$ cat src/rtl/ptt_pkg.sv
// ----------------------------------------------------------------------------
// ptt_pkg
// Types and codes shared by the periodic task timer table modules.
// ----------------------------------------------------------------------------
package ptt_pkg;
  typedef enum logic [2:0] {
    CMD_ADD = 3'd0, CMD_REMOVE = 3'd1, CMD_GET = 3'd2, CMD_UPDATE = 3'd3, CMD_POP = 3'd4
  } cmd_t;

  typedef enum logic [2:0] {
    ST_OK = 3'd0, ST_NOT_FOUND = 3'd1, ST_TABLE_FULL = 3'd2,
    ST_QUEUE_EMPTY = 3'd3, ST_QUEUE_OVERFLOW = 3'd4
  } status_t;

  typedef enum logic [3:0] {
    S_IDLE, S_SCAN, S_EXEC, S_UPD_SCAN, S_UPD_RD, S_UPD_WR, S_POP_RD, S_POP_WAIT, S_DONE
  } state_t;

  // controller -> datapath
  typedef struct packed {
    logic load;       // capture input transaction
    logic scan_clr;   // restart slot scan
    logic scan_step;  // examine one slot
    logic exec;       // apply add/remove/get/unknown, flag empty pop
    logic upd_clr;    // start a new minimum search
    logic upd_pick;   // mark chosen slot done
    logic upd_apply;  // push copy and reschedule
    logic pop_take;   // take queue head
    logic out_load;   // present result
  } ptt_cmd_t;

  // datapath -> controller
  typedef struct packed {
    cmd_t cmd;
    logic scan_last;
    logic upd_found;
    logic q_empty;
  } ptt_sts_t;
endpackage

$ cat src/rtl/ptt_ctrl.sv
// ----------------------------------------------------------------------------
// ptt_ctrl
// Sequencer: slot scan for add/remove/get, repeated minimum search for update,
// queue read for pop, then result hand-off.
// ----------------------------------------------------------------------------
module ptt_ctrl import ptt_pkg::*; (
  input  logic     clk,
  input  logic     rst_n,
  input  logic     in_valid,
  output logic     in_stall,
  output logic     out_valid,
  input  logic     out_stall,
  input  ptt_sts_t sts,
  output ptt_cmd_t cmd
);
  state_t state_r, state_nxt;
  logic   out_valid_r, out_valid_nxt;

  always_ff @(posedge clk) begin
    if (!rst_n) begin
      state_r     <= S_IDLE;
      out_valid_r <= 1'b0;
    end else begin
      state_r     <= state_nxt;
      out_valid_r <= out_valid_nxt;
    end
  end

  assign out_valid = out_valid_r;
  assign in_stall  = (state_r != S_IDLE);

  always_comb begin
    state_nxt = state_r;
    unique case (state_r)
      S_IDLE:     if (in_valid) state_nxt = S_SCAN;
      S_SCAN: begin
        if (sts.cmd == CMD_UPDATE) state_nxt = S_UPD_SCAN;
        else if (sts.cmd == CMD_POP) state_nxt = sts.q_empty ? S_DONE : S_POP_RD;
        else if (sts.scan_last) state_nxt = S_EXEC;
      end
      S_EXEC:     state_nxt = S_DONE;
      S_UPD_SCAN: if (sts.scan_last) state_nxt = sts.upd_found ? S_UPD_RD : S_DONE;
      S_UPD_RD:   state_nxt = S_UPD_WR;
      S_UPD_WR:   state_nxt = S_UPD_SCAN;
      S_POP_RD:   state_nxt = S_POP_WAIT;
      S_POP_WAIT: state_nxt = S_DONE;
      S_DONE:     if (!out_valid_r || !out_stall) state_nxt = S_IDLE;
      default:    state_nxt = S_IDLE;
    endcase
  end

  always_comb begin
    cmd = '0;
    out_valid_nxt = out_valid_r && out_stall;
    unique case (state_r)
      S_IDLE: begin
        cmd.load = in_valid;
        cmd.scan_clr = in_valid;
      end
      S_SCAN: begin
        cmd.scan_step = (sts.cmd != CMD_UPDATE) && (sts.cmd != CMD_POP);
        cmd.upd_clr   = (sts.cmd == CMD_UPDATE);
        cmd.exec      = (sts.cmd == CMD_POP) && sts.q_empty;
      end
      S_EXEC:     cmd.exec = 1'b1;
      S_UPD_SCAN: begin
        cmd.scan_step = 1'b1;
        cmd.upd_pick  = sts.scan_last && sts.upd_found;
      end
      S_UPD_RD:   ;
      S_UPD_WR: begin
        cmd.upd_apply = 1'b1;
        cmd.upd_clr   = 1'b1;
      end
      S_POP_RD:   ;
      S_POP_WAIT: cmd.pop_take = 1'b1;
      S_DONE: if (!out_valid_r || !out_stall) begin
        cmd.out_load  = 1'b1;
        out_valid_nxt = 1'b1;
      end
      default: ;
    endcase
  end
endmodule

$ cat config.mk
export PLATFORM = sky130hd
export DESIGN_NAME = ptt_ctrl
export DESIGN_NICKNAME = d
export VERILOG_FILES = /design/src/rtl/ptt_pkg.sv /design/src/rtl/ptt_ctrl.sv
export SDC_FILE = /design/constraint.sdc
export NUM_CORES = 1
export LEC_CHECK = 0
export BUFFER_PORTS_ARGS = -buffer_cell sky130_fd_sc_hd__clkbuf_2
export CORE_ASPECT_RATIO = 1.25
export CORE_MARGIN = 5
export CORE_UTILIZATION = 25
export DETAILED_ROUTE_END_ITERATION = 6
export PLACE_DENSITY = 0.49
export SETUP_SLACK_MARGIN = 0.5
export SLEW_MARGIN = 20
export SYNTH_ARGS = -nofsm -noshare
export SYNTH_HDL_FRONTEND = slang
export SYNTH_SLANG_ARGS = --single-unit
$ cat constraint.sdc
create_clock -name clk -period 5.1 [get_ports clk]
set_clock_uncertainty 0.15 [all_clocks]
set_input_delay 0 -clock clk [delete_from_list [all_inputs] [get_ports clk]]
set_output_delay 0 -clock clk [all_outputs]
set_load 0.01 [all_outputs]
==> flow_summary.toml, run 1 <==
[status]
outcome = "finished clean"

[placement]
gp_congestion = 0.8463
post-place-cells = 93
detailedPlacementHpwl_um = 974.1
dp_slack_ps = 3262
numPortBuffers = 20

[finish]
layout_common_cells = "sky130_fd_sc_hd__clkbuf_2, sky130_fd_sc_hd__nor2_1, sky130_fd_sc_hd__nand2_1, sky130_fd_sc_hd__dfxtp_1"
diodes = 0
post_route_cells_drive_above_1_share_pct = 40.24
nFillCells = 210
layoutNonFillerInstCount = 101
leading_cell_type_in_the_layout_fill_and_taps_excluded = "sky130_fd_sc_hd__clkbuf_2"
layout-area-overhead-vs-synth_pct = 35.81
layout.nets = 93

[timing]
final.hold.worst_slack_ps = 29.46
drv_slew = 0
worstMarginPinSlew_ps = 408.8
timing.final.crit_period_ps = 2018
setup_total_negative_slack_ps = 0
timing.max_slew.rel_slack_pct = 72.71
timing.final.setup_violations = 0
number_of_hold_violations_in_the_final_report = 0
worst_slack_ps = 3082
finalCritPeriodShare_pct = 39.56
rsz0062_at_grt = "false"
achievable-frequency_ghz = 0.4956

[clock_tree]
tritoncts_buffer_count = 3
cts_max_path_buffers = 2
ctsRootBufferMaster = "sky130_fd_sc_hd__clkbuf_4"
cts.sink_count = 5
tritoncts = "done"
cts_hold_buf = 4
cts.htree.levels = 1
insertion_delay_ps = 240
post-cts-setup-buffers = 0
clkTransAtPathRegs_ps = 40
post_cts_resized = 0

[power]
sw_frac_of_total_pct = 33.68
power.sequential.fraction_pct = 33.5
clkPwrFrac_pct = 29.6
power.internal_mw = 0.1030
net-switching-power_mw = 0.05232
pwr-share-comb_pct = 36.9
total_power_mw = 0.1553
p_per_area_nw_per_um2 = 242.5
leakage_nw = 0.2753
peakVddDrop_v = 0.0001195

[logic_synthesis]
synth_top_cell_area_share_pct = 21.22
yosysWarnings = 0
share_of_cell_area_taken_by_muxes_after_synthesis_pct = 0
synthesis.area_per_instance_um2 = 8.133
synth.largest_area_cell = "sky130_fd_sc_hd__dfxtp_1"
synth_top_family_by_area = "simple AND/OR/NAND/NOR gates"
postSynthCellCount = 58
post_synth_xor_area_fraction_pct = 0
synth_area_um2 = 471.7
synth.yosys.seq_area_share_pct = 21.22
ys_ff_latch = 5
synth_cell_type_count = 35
synth_fp_nets = 68
synth_area_in_adders_pct = 0
synth_simple_gate_area_share_pct = 48.01
netlist_top_cells_area = "sky130_fd_sc_hd__dfxtp_1, sky130_fd_sc_hd__nor4b_2, sky130_fd_sc_hd__a21oi_1"
synth_compound_gate_area_share_pct = 23.87

[floorplanning]
core_region_area_um2 = 1787
die-height_um = 58.57
die_w_um = 48.85
ioPinCount = 21
core.rowCount = 17
design.die.area_um2 = 2861
initial_core_util_pct = 26.40

[setup_path]
critPathKind = "reg -> reg"
cp-end-kind = "flip-flop"
timing.critical_path.arrival_ps = 2050
crit_path_max_fanout = 12
cp.required_ps = 5140
worst_setup_path_start_kind = "flip-flop"

[run]
drv.max_cap_violation_count = 0

[drt]
viasPerCell = 4.921
routed-via-count = 497
postRouteAntennaNets = 0
remaining_drc_errors = 0
drt_iter0_markers = 7
detail_route.wl_per_cell_um = 12.06
route.final.wire_length_um = 1218
drtPass1Iterations = 4

[global_route]
largest_net_degree_at_the_start_of_global_routing = 15
grt_antenna_before_repair = 0
global_route_wire_length_before_repair_um = 2070
gr-total-overflow = 0
grt_pass1_vias = 489
grtUsageTotal_pct = 9.009

[worst_hold_path]
hold_class = "in -> reg"
power groups by stage:
stage	registers, mW	clock network (mW)	logic (mW)
6_report	0.0520	0.0460	0.0573
3_5_place_dp	0.0530	0	0.0559
3_3_place_gp	0.0533	0	0.0560
4_1_cts	0.0523	0.0489	0.0583
5_1_grt	0.0539	0.0502	0.0645
2_1_floorplan	0.0477	0	0.0430
metrics by stage:
step	cell area, µm²	utilization [%]
detailed placement	574.3	32.14
finish	640.6	35.85
CTS	640.6	35.85
global placement	574.3	32.14
global route	640.6	35.85
floorplan	471.7	-
path summary, 6_finish.rpt:
kind,start,to,slack [ps],cells past startpoint
min,sts[2],state_r[1],30,4
max,state_r[3],out_valid,3080,3
max reg2reg,state_r[3],out_valid,3080,3
min reg2reg,state_r[0],state_r[2],480,2
synthesized netlist by cell type (all sizes together):
| cell | count |
|---|---|
| nor2b | 1 |
| nand2b | 2 |
| nor3 | 1 |
| inv | 3 |
| a2111oi | 1 |
| a21boi | 2 |
| or3b | 1 |
| nor3b | 2 |
| a2bb2oi | 1 |
| nor4 | 2 |
| or4b | 1 |
| buf | 3 |
| and3 | 1 |
| nor4b | 2 |
| a21oi | 4 |
| nor2 | 5 |
| or2 | 1 |
| nand2 | 5 |
| o21a | 1 |
| o21ai | 1 |
| nand3 | 1 |
| nand3b | 3 |
| dfxtp | 5 |
| o31ai | 2 |
| a211oi | 1 |
| or4 | 2 |
| clkbuf | 1 |
| o21ba | 1 |
| and4bb | 1 |
| o221ai | 1 |
area by class of cell:
class	count	area (µm²)	share of cell area (%)
clock buffer	4	26.28	4.102
inverter	3	11.26	1.758
multi-input combinational	46	339.1	52.93
sequential	5	100.1	15.63
tap	19	23.77	3.711
timing repair buffer	24	140.1	21.87
flip-flops by register name (all words and copies together) (netlist names):
name,count
out_valid,1
state_r,4
critical path, stage by stage, from the launching register on:
cell and delay [ps]:
sky130_fd_sc_hd__dfxtp_1 550, sky130_fd_sc_hd__or4b_4 530, sky130_fd_sc_hd__a21boi_0 170, sky130_fd_sc_hd__dlygate4sd3_1 560
routing by layer:
layer	GRT usage, %	part of all wire, %	wire length [µm]
met4	5.769	0	0
met1	10.57	44	541
met3	1.266	3.8	46
met5	0	0	0
met2	15.30	52	629
logic make-up after synthesis:
kind of cell	Yosys count
buffers and inverters	7
flip-flops	5
AO/OA/AOI/OAI	15
AND/OR/NAND/NOR	31
(Power assumes the default switching activity.)
==> run 2: changes to the inputs <==
- clock period: 5.1 -> 2 ns (I/O delays scaled with it)
==> flow_summary.toml, run 2 (synthesis gave the netlist of run 1 again) <==
[run]
drv.max_cap_violation_count = 0

[drt]
drtPass1Iterations = 4
routed-via-count = 609
viasPerCell = 5.342
route.final.wire_length_um = 1649
remaining_drc_errors = 0
detail_route.wl_per_cell_um = 14.46
drt_iter0_markers = 5
postRouteAntennaNets = 0

[setup_path]
cp.required_ps = 2000
cp-end-kind = "flip-flop"
worst_setup_path_start_kind = "flip-flop"
critical_path.slowest_cell = "sky130_fd_sc_hd__or4_1"
critical-path-max-stage-delay_ps = 500
critPathKind = "reg -> reg"
worstPathCellList = "and4bb_2 > nor3b_4 > or4_1 > a21boi_1"
timing.critical_path.arrival_ps = 1650
crit_path_max_fanout = 6

[timing]
final.hold.worst_slack_ps = 52.17
timing.final.setup_violations = 0
worst_slack_ps = 354.4
timing.final.crit_period_ps = 1646
worstMarginPinSlew_ps = 252.7
achievable-frequency_ghz = 0.6077
rsz0062_at_grt = "true"
number_of_hold_violations_in_the_final_report = 0
setup_total_negative_slack_ps = 0
finalCritPeriodShare_pct = 82.28
timing.max_slew.rel_slack_pct = 83.08
drv_slew = 0

[power]
peakVddDrop_v = 0.0004275
total_power_mw = 0.4890
p_per_area_nw_per_um2 = 579.0
leakage_nw = 0.3678

[clock_tree]
clkTransAtPathRegs_ps = 40
insertion_delay_ps = 240
tritoncts = "done"
ctsRootBufferMaster = "sky130_fd_sc_hd__clkbuf_4"
cts.htree.levels = 1
cts_max_path_buffers = 2
cts.sink_count = 5
tritoncts_buffer_count = 3

[floorplanning]
core.rowCount = 17
ioPinCount = 21
initial_core_util_pct = 26.40
die-height_um = 58.57
die_w_um = 48.85
core_region_area_um2 = 1787
design.die.area_um2 = 2861

[finish]
regArea_um2 = 115.1
largest-register = "state_r"
final_design_area_no_fill_um2 = 844.6
layout.nets = 106
largest_reg_flops = 4
leading_cell_type_in_the_layout_fill_and_taps_excluded = "sky130_fd_sc_hd__clkbuf_2"
layout-area-overhead-vs-synth_pct = 79.05
nFillCells = 180
post_route_cells_drive_above_1_share_pct = 58.95
diodes = 0
multi_input_gate_area_um2 = 410.4
layout_common_cells = "sky130_fd_sc_hd__clkbuf_2, sky130_fd_sc_hd__buf_4, sky130_fd_sc_hd__nand2_1"

[status]
outcome = "finished clean"

[global_route]
grt_pass1_vias = 622
largest_net_degree_at_the_start_of_global_routing = 10
grtUsageTotal_pct = 12.26
grt_antenna_before_repair = 0
gr-total-overflow = 0
global_route_wire_length_before_repair_um = 2732

[placement]
numPortBuffers = 20
dp_slack_ps = 272.3
gp_congestion = 0.7923
post_dp_cell_area_um2 = 593.1
detailedPlacementHpwl_um = 994.5

[worst_hold_path]
hold_class = "in -> reg"
run 2: area by class of cell:
type,count,area share (%)
clock buffer,4,3.111
inverter,3,1.333
multi-input combinational,46,48.59
sequential,5,13.63
tap,19,2.815
timing repair buffer,37,30.52
run 2: worst paths after layout:
kind	start	endpoint	slack, ps	cells past startpoint
min	in_valid	state_r[2]	50	4
max reg2reg	state_r[1]	state_r[1]	350	4
min reg2reg	out_valid	out_valid	370	2
max	state_r[1]	state_r[1]	350	4
run 2: through the flow:
step | util (%) | instances
2_1_floorplan | - | 58
3_3_place_gp | 33.19 | 93
3_5_place_dp | 33.19 | 93
4_1_cts | 42.93 | 111
5_1_grt | 47.27 | 114
6_report | 47.27 | 114
run 2: worst max-delay path, delay by kind of cell, from the launching register on:
family | cells | cell delay [ps]
compound gates | 1 | 170
simple gates | 3 | 880
flops | 1 | 360
run 2: metal layers:
layer  global-route usage (%)  wire length [µm]  vias up
li1                         -                 -      293
met1                    11.59               605      289
met2                    20.90               869       21
met3                    3.544               105        6
met4                    11.92                70        0
met5                        0                 0        -
run 2: power breakdown:
part           switching, mW  internal (mW)  leakage, nW  total [mW]
Sequential            0.0187          0.110       0.0436       0.129
Combinational          0.107          0.140        0.309       0.247
Clock                 0.0378         0.0752       0.0150       0.113
run 2: timing repair:
item / CTS / global route
hold endpoints to repair: 4 / 0
hold buffers: 3 / 0
gates resized for setup: 8 / 14
pin swaps: 6 / 6
setup endpoints to repair: 7 / 11
gates cloned: 0 / 0
buffers inserted: 11 / 3
==> run 3: changes to the inputs <==
- ABC_AREA: default -> 1
- PLACE_DENSITY: 0.49 -> 0.51
- clock period: 2 -> 1.4 ns (I/O delays scaled with it)
==> flow_summary.toml, run 3 <==
[finish]
post_route_cells_drive_above_1_share_pct = 57.27
layout_common_cells = "sky130_fd_sc_hd__clkbuf_2, sky130_fd_sc_hd__inv_1, sky130_fd_sc_hd__nor2_1, sky130_fd_sc_hd__nand2_1, sky130_fd_sc_hd__nand2_2"
nFillCells = 203
layout-area-overhead-vs-synth_pct = 62.47
diodes = 0
largest_reg_flops = 4
leading_cell_type_in_the_layout_fill_and_taps_excluded = "sky130_fd_sc_hd__clkbuf_2"
largest-register = "state_r"
layout.nets = 121

[setup_path]
r2r_setup_slack_ps = -9
start_of_the_worst_register_to_register_path = "state_r[3]"
cp-end-kind = "output pin"
crit_path_max_fanout = 4
cp.required_ps = 1250
critPathKind = "reg -> out"
worst_setup_path_start_kind = "flip-flop"
timing.critical_path.arrival_ps = 1260
r2r-end = "state_r[2]"
reg2reg_depth = 8

[logic_synthesis]
synth.yosys.seq_area_share_pct = 21.45
synthesis.area_per_instance_um2 = 5.908
postSynthCellCount = 79
netlist_top_cells_area = "sky130_fd_sc_hd__dfxtp_1, sky130_fd_sc_hd__nand2_1, sky130_fd_sc_hd__nor2_1"
ys_dominant_reg_cell = "sky130_fd_sc_hd__dfxtp_1"
synth.largest_area_cell = "sky130_fd_sc_hd__dfxtp_1"
synth_cell_type_count = 18
synth_area_um2 = 466.7
async_reset_ff_share_pct = 0
ys_ff_latch = 5
synth_edf_count = 0
synth_top_cell_area_share_pct = 21.45
yosysWarnings = 0
synth_fp_nets = 89
synth_commonest_cells = "sky130_fd_sc_hd__nand2_1, sky130_fd_sc_hd__nor2_1, sky130_fd_sc_hd__inv_1, sky130_fd_sc_hd__nand3_1, sky130_fd_sc_hd__dfxtp_1"
synth.most_common_cell = "sky130_fd_sc_hd__nand2_1"

[timing]
final.hold.worst_slack_ps = -128.3
worst_slack_ps = -8.600
timing.max_slew.rel_slack_pct = 81.27
rsz0062_at_grt = "true"
worstMarginPinSlew_ps = 280.0
achievable-frequency_ghz = 0.7099
timing.final.setup_violations = 2
drv_slew = 0
finalCritPeriodShare_pct = 100.6
timing.final.crit_period_ps = 1409
number_of_hold_violations_in_the_final_report = 1

[worst_hold_path]
min_from = "out_stall"
holdPathEnd = "out_valid"
hold_class = "in -> reg"
holdPathStages = 3

[floorplanning]
initial_core_util_pct = 26.44
core.rowCount = 17
design.die.area_um2 = 2836
die_w_um = 48.65
die-height_um = 58.31
ioPinCount = 21
core_region_area_um2 = 1765

[global_route]
largest_net_degree_at_the_start_of_global_routing = 7
grt_pass1_vias = 587
gr-total-overflow = 0
global_route_wire_length_before_repair_um = 2187
grt_antenna_before_repair = 0
grtUsageTotal_pct = 9.556

[clock_tree]
cts_max_path_buffers = 2
tritoncts_buffer_count = 3
cts_hold_buf = 1
clkTransAtPathRegs_ps = 50
ctsRootBufferMaster = "sky130_fd_sc_hd__clkbuf_4"
tritoncts = "done"
cts.sink_count = 5
cts.htree.levels = 1
insertion_delay_ps = 240

[drt]
viasPerCell = 4.543
remaining_drc_errors = 0
drtPass1Iterations = 4
routed-via-count = 586
detail_route.wl_per_cell_um = 10.19
postRouteAntennaNets = 0
drt_iter0_markers = 11
route.final.wire_length_um = 1315

[status]
outcome = "finished with violations"
violations = "hold timing, setup timing"

[placement]
numPortBuffers = 20
dp_slack_ps = 55.38
detailedPlacementHpwl_um = 1002
gp_congestion = 0.7982

[power]
p_per_area_nw_per_um2 = 1977
total_power_mw = 1.499
leakage_nw = 0.4146
peakVddDrop_v = 0.0009862

[run]
drv.max_cap_violation_count = 0
## run 3: worst max path at each step
stage                             to       start  cells past startpoint  slack [ps]
after global routing          cmd[6]  state_r[3]                      4        -100
after CTS                     cmd[4]  state_r[3]                      6         -20
after global placement    state_r[1]  state_r[2]                      8          50
final                         cmd[6]  state_r[3]                      4          -9
after detailed placement  state_r[3]  state_r[2]                      8          60
after floorplan           state_r[1]  state_r[2]                      8         180
## run 3: worst max-delay path, stage by stage, from the launching register on
cell and delay, ps:
sky130_fd_sc_hd__dfxtp_2 320, sky130_fd_sc_hd__nor2_4 170, sky130_fd_sc_hd__nand3_1 140, sky130_fd_sc_hd__o32ai_2 220, sky130_fd_sc_hd__buf_2 170
## run 3: area by class of cell
type                       count  area (µm²)  share of cell area [%]
timing repair buffer          28       172.7                   22.77
inverter                      16       62.56                   8.251
tap                           19       23.77                   3.135
sequential                     5       105.1                   13.86
clock buffer                   4       26.28                   3.465
multi-input combinational     57       367.9                   48.51
## run 3: report_power, final
part | switching [mW] | internal (mW) | total [mW] | leakage (nW)
sequential | 0.0812 | 0.208 | 0.289 | 0.0425
combinational | 0.581 | 0.464 | 1.04 | 0.357
clock | 0.0578 | 0.108 | 0.166 | 0.0150
total | 0.720 | 0.779 | 1.50 | 0.415
## run 3: per-layer routing
metal	up-vias	wire [µm]	track usage, %	part of all wire, %
met2	13	705	17.16	54
met3	2	81	2.025	6.2
met5	-	0	0	0
li1	306	-	-	-
met4	0	14	6.923	1.1
met1	265	513	9.707	39
## run 3: cells by family after synthesis
kind of cell	count (synthesis)	share of synthesized area, %
DFF	5	21.45
AOI/OAI and AO/OA	5	6.435
and+or+nand+nor	52	57.64
buffers and inverters	17	14.48
## run 3: through the flow
step | hold WS (ps) | cell area [µm²] | util (%) | cells | TNS, ps
6_report | -128.3 | 758.2 | 42.95 | 129 | -14.62
5_1_grt | -107.9 | 758.2 | 42.95 | 129 | -501.1
4_1_cts | -135.2 | 701.9 | 39.76 | 128 | -19.24
3_5_place_dp | 111.5 | 595.6 | 33.73 | 117 | 0
3_3_place_gp | 106.4 | 595.6 | 33.73 | 117 | 0
2_1_floorplan | -40.38 | 479.2 | - | 79 | 0
## run 3: timing repair
item,4_1_cts,5_1_grt
pin swaps,7,4
setup buffers,6,1
resized for setup,7,20
hold endpoints to repair,5,1
setup endpoints to repair,15,15
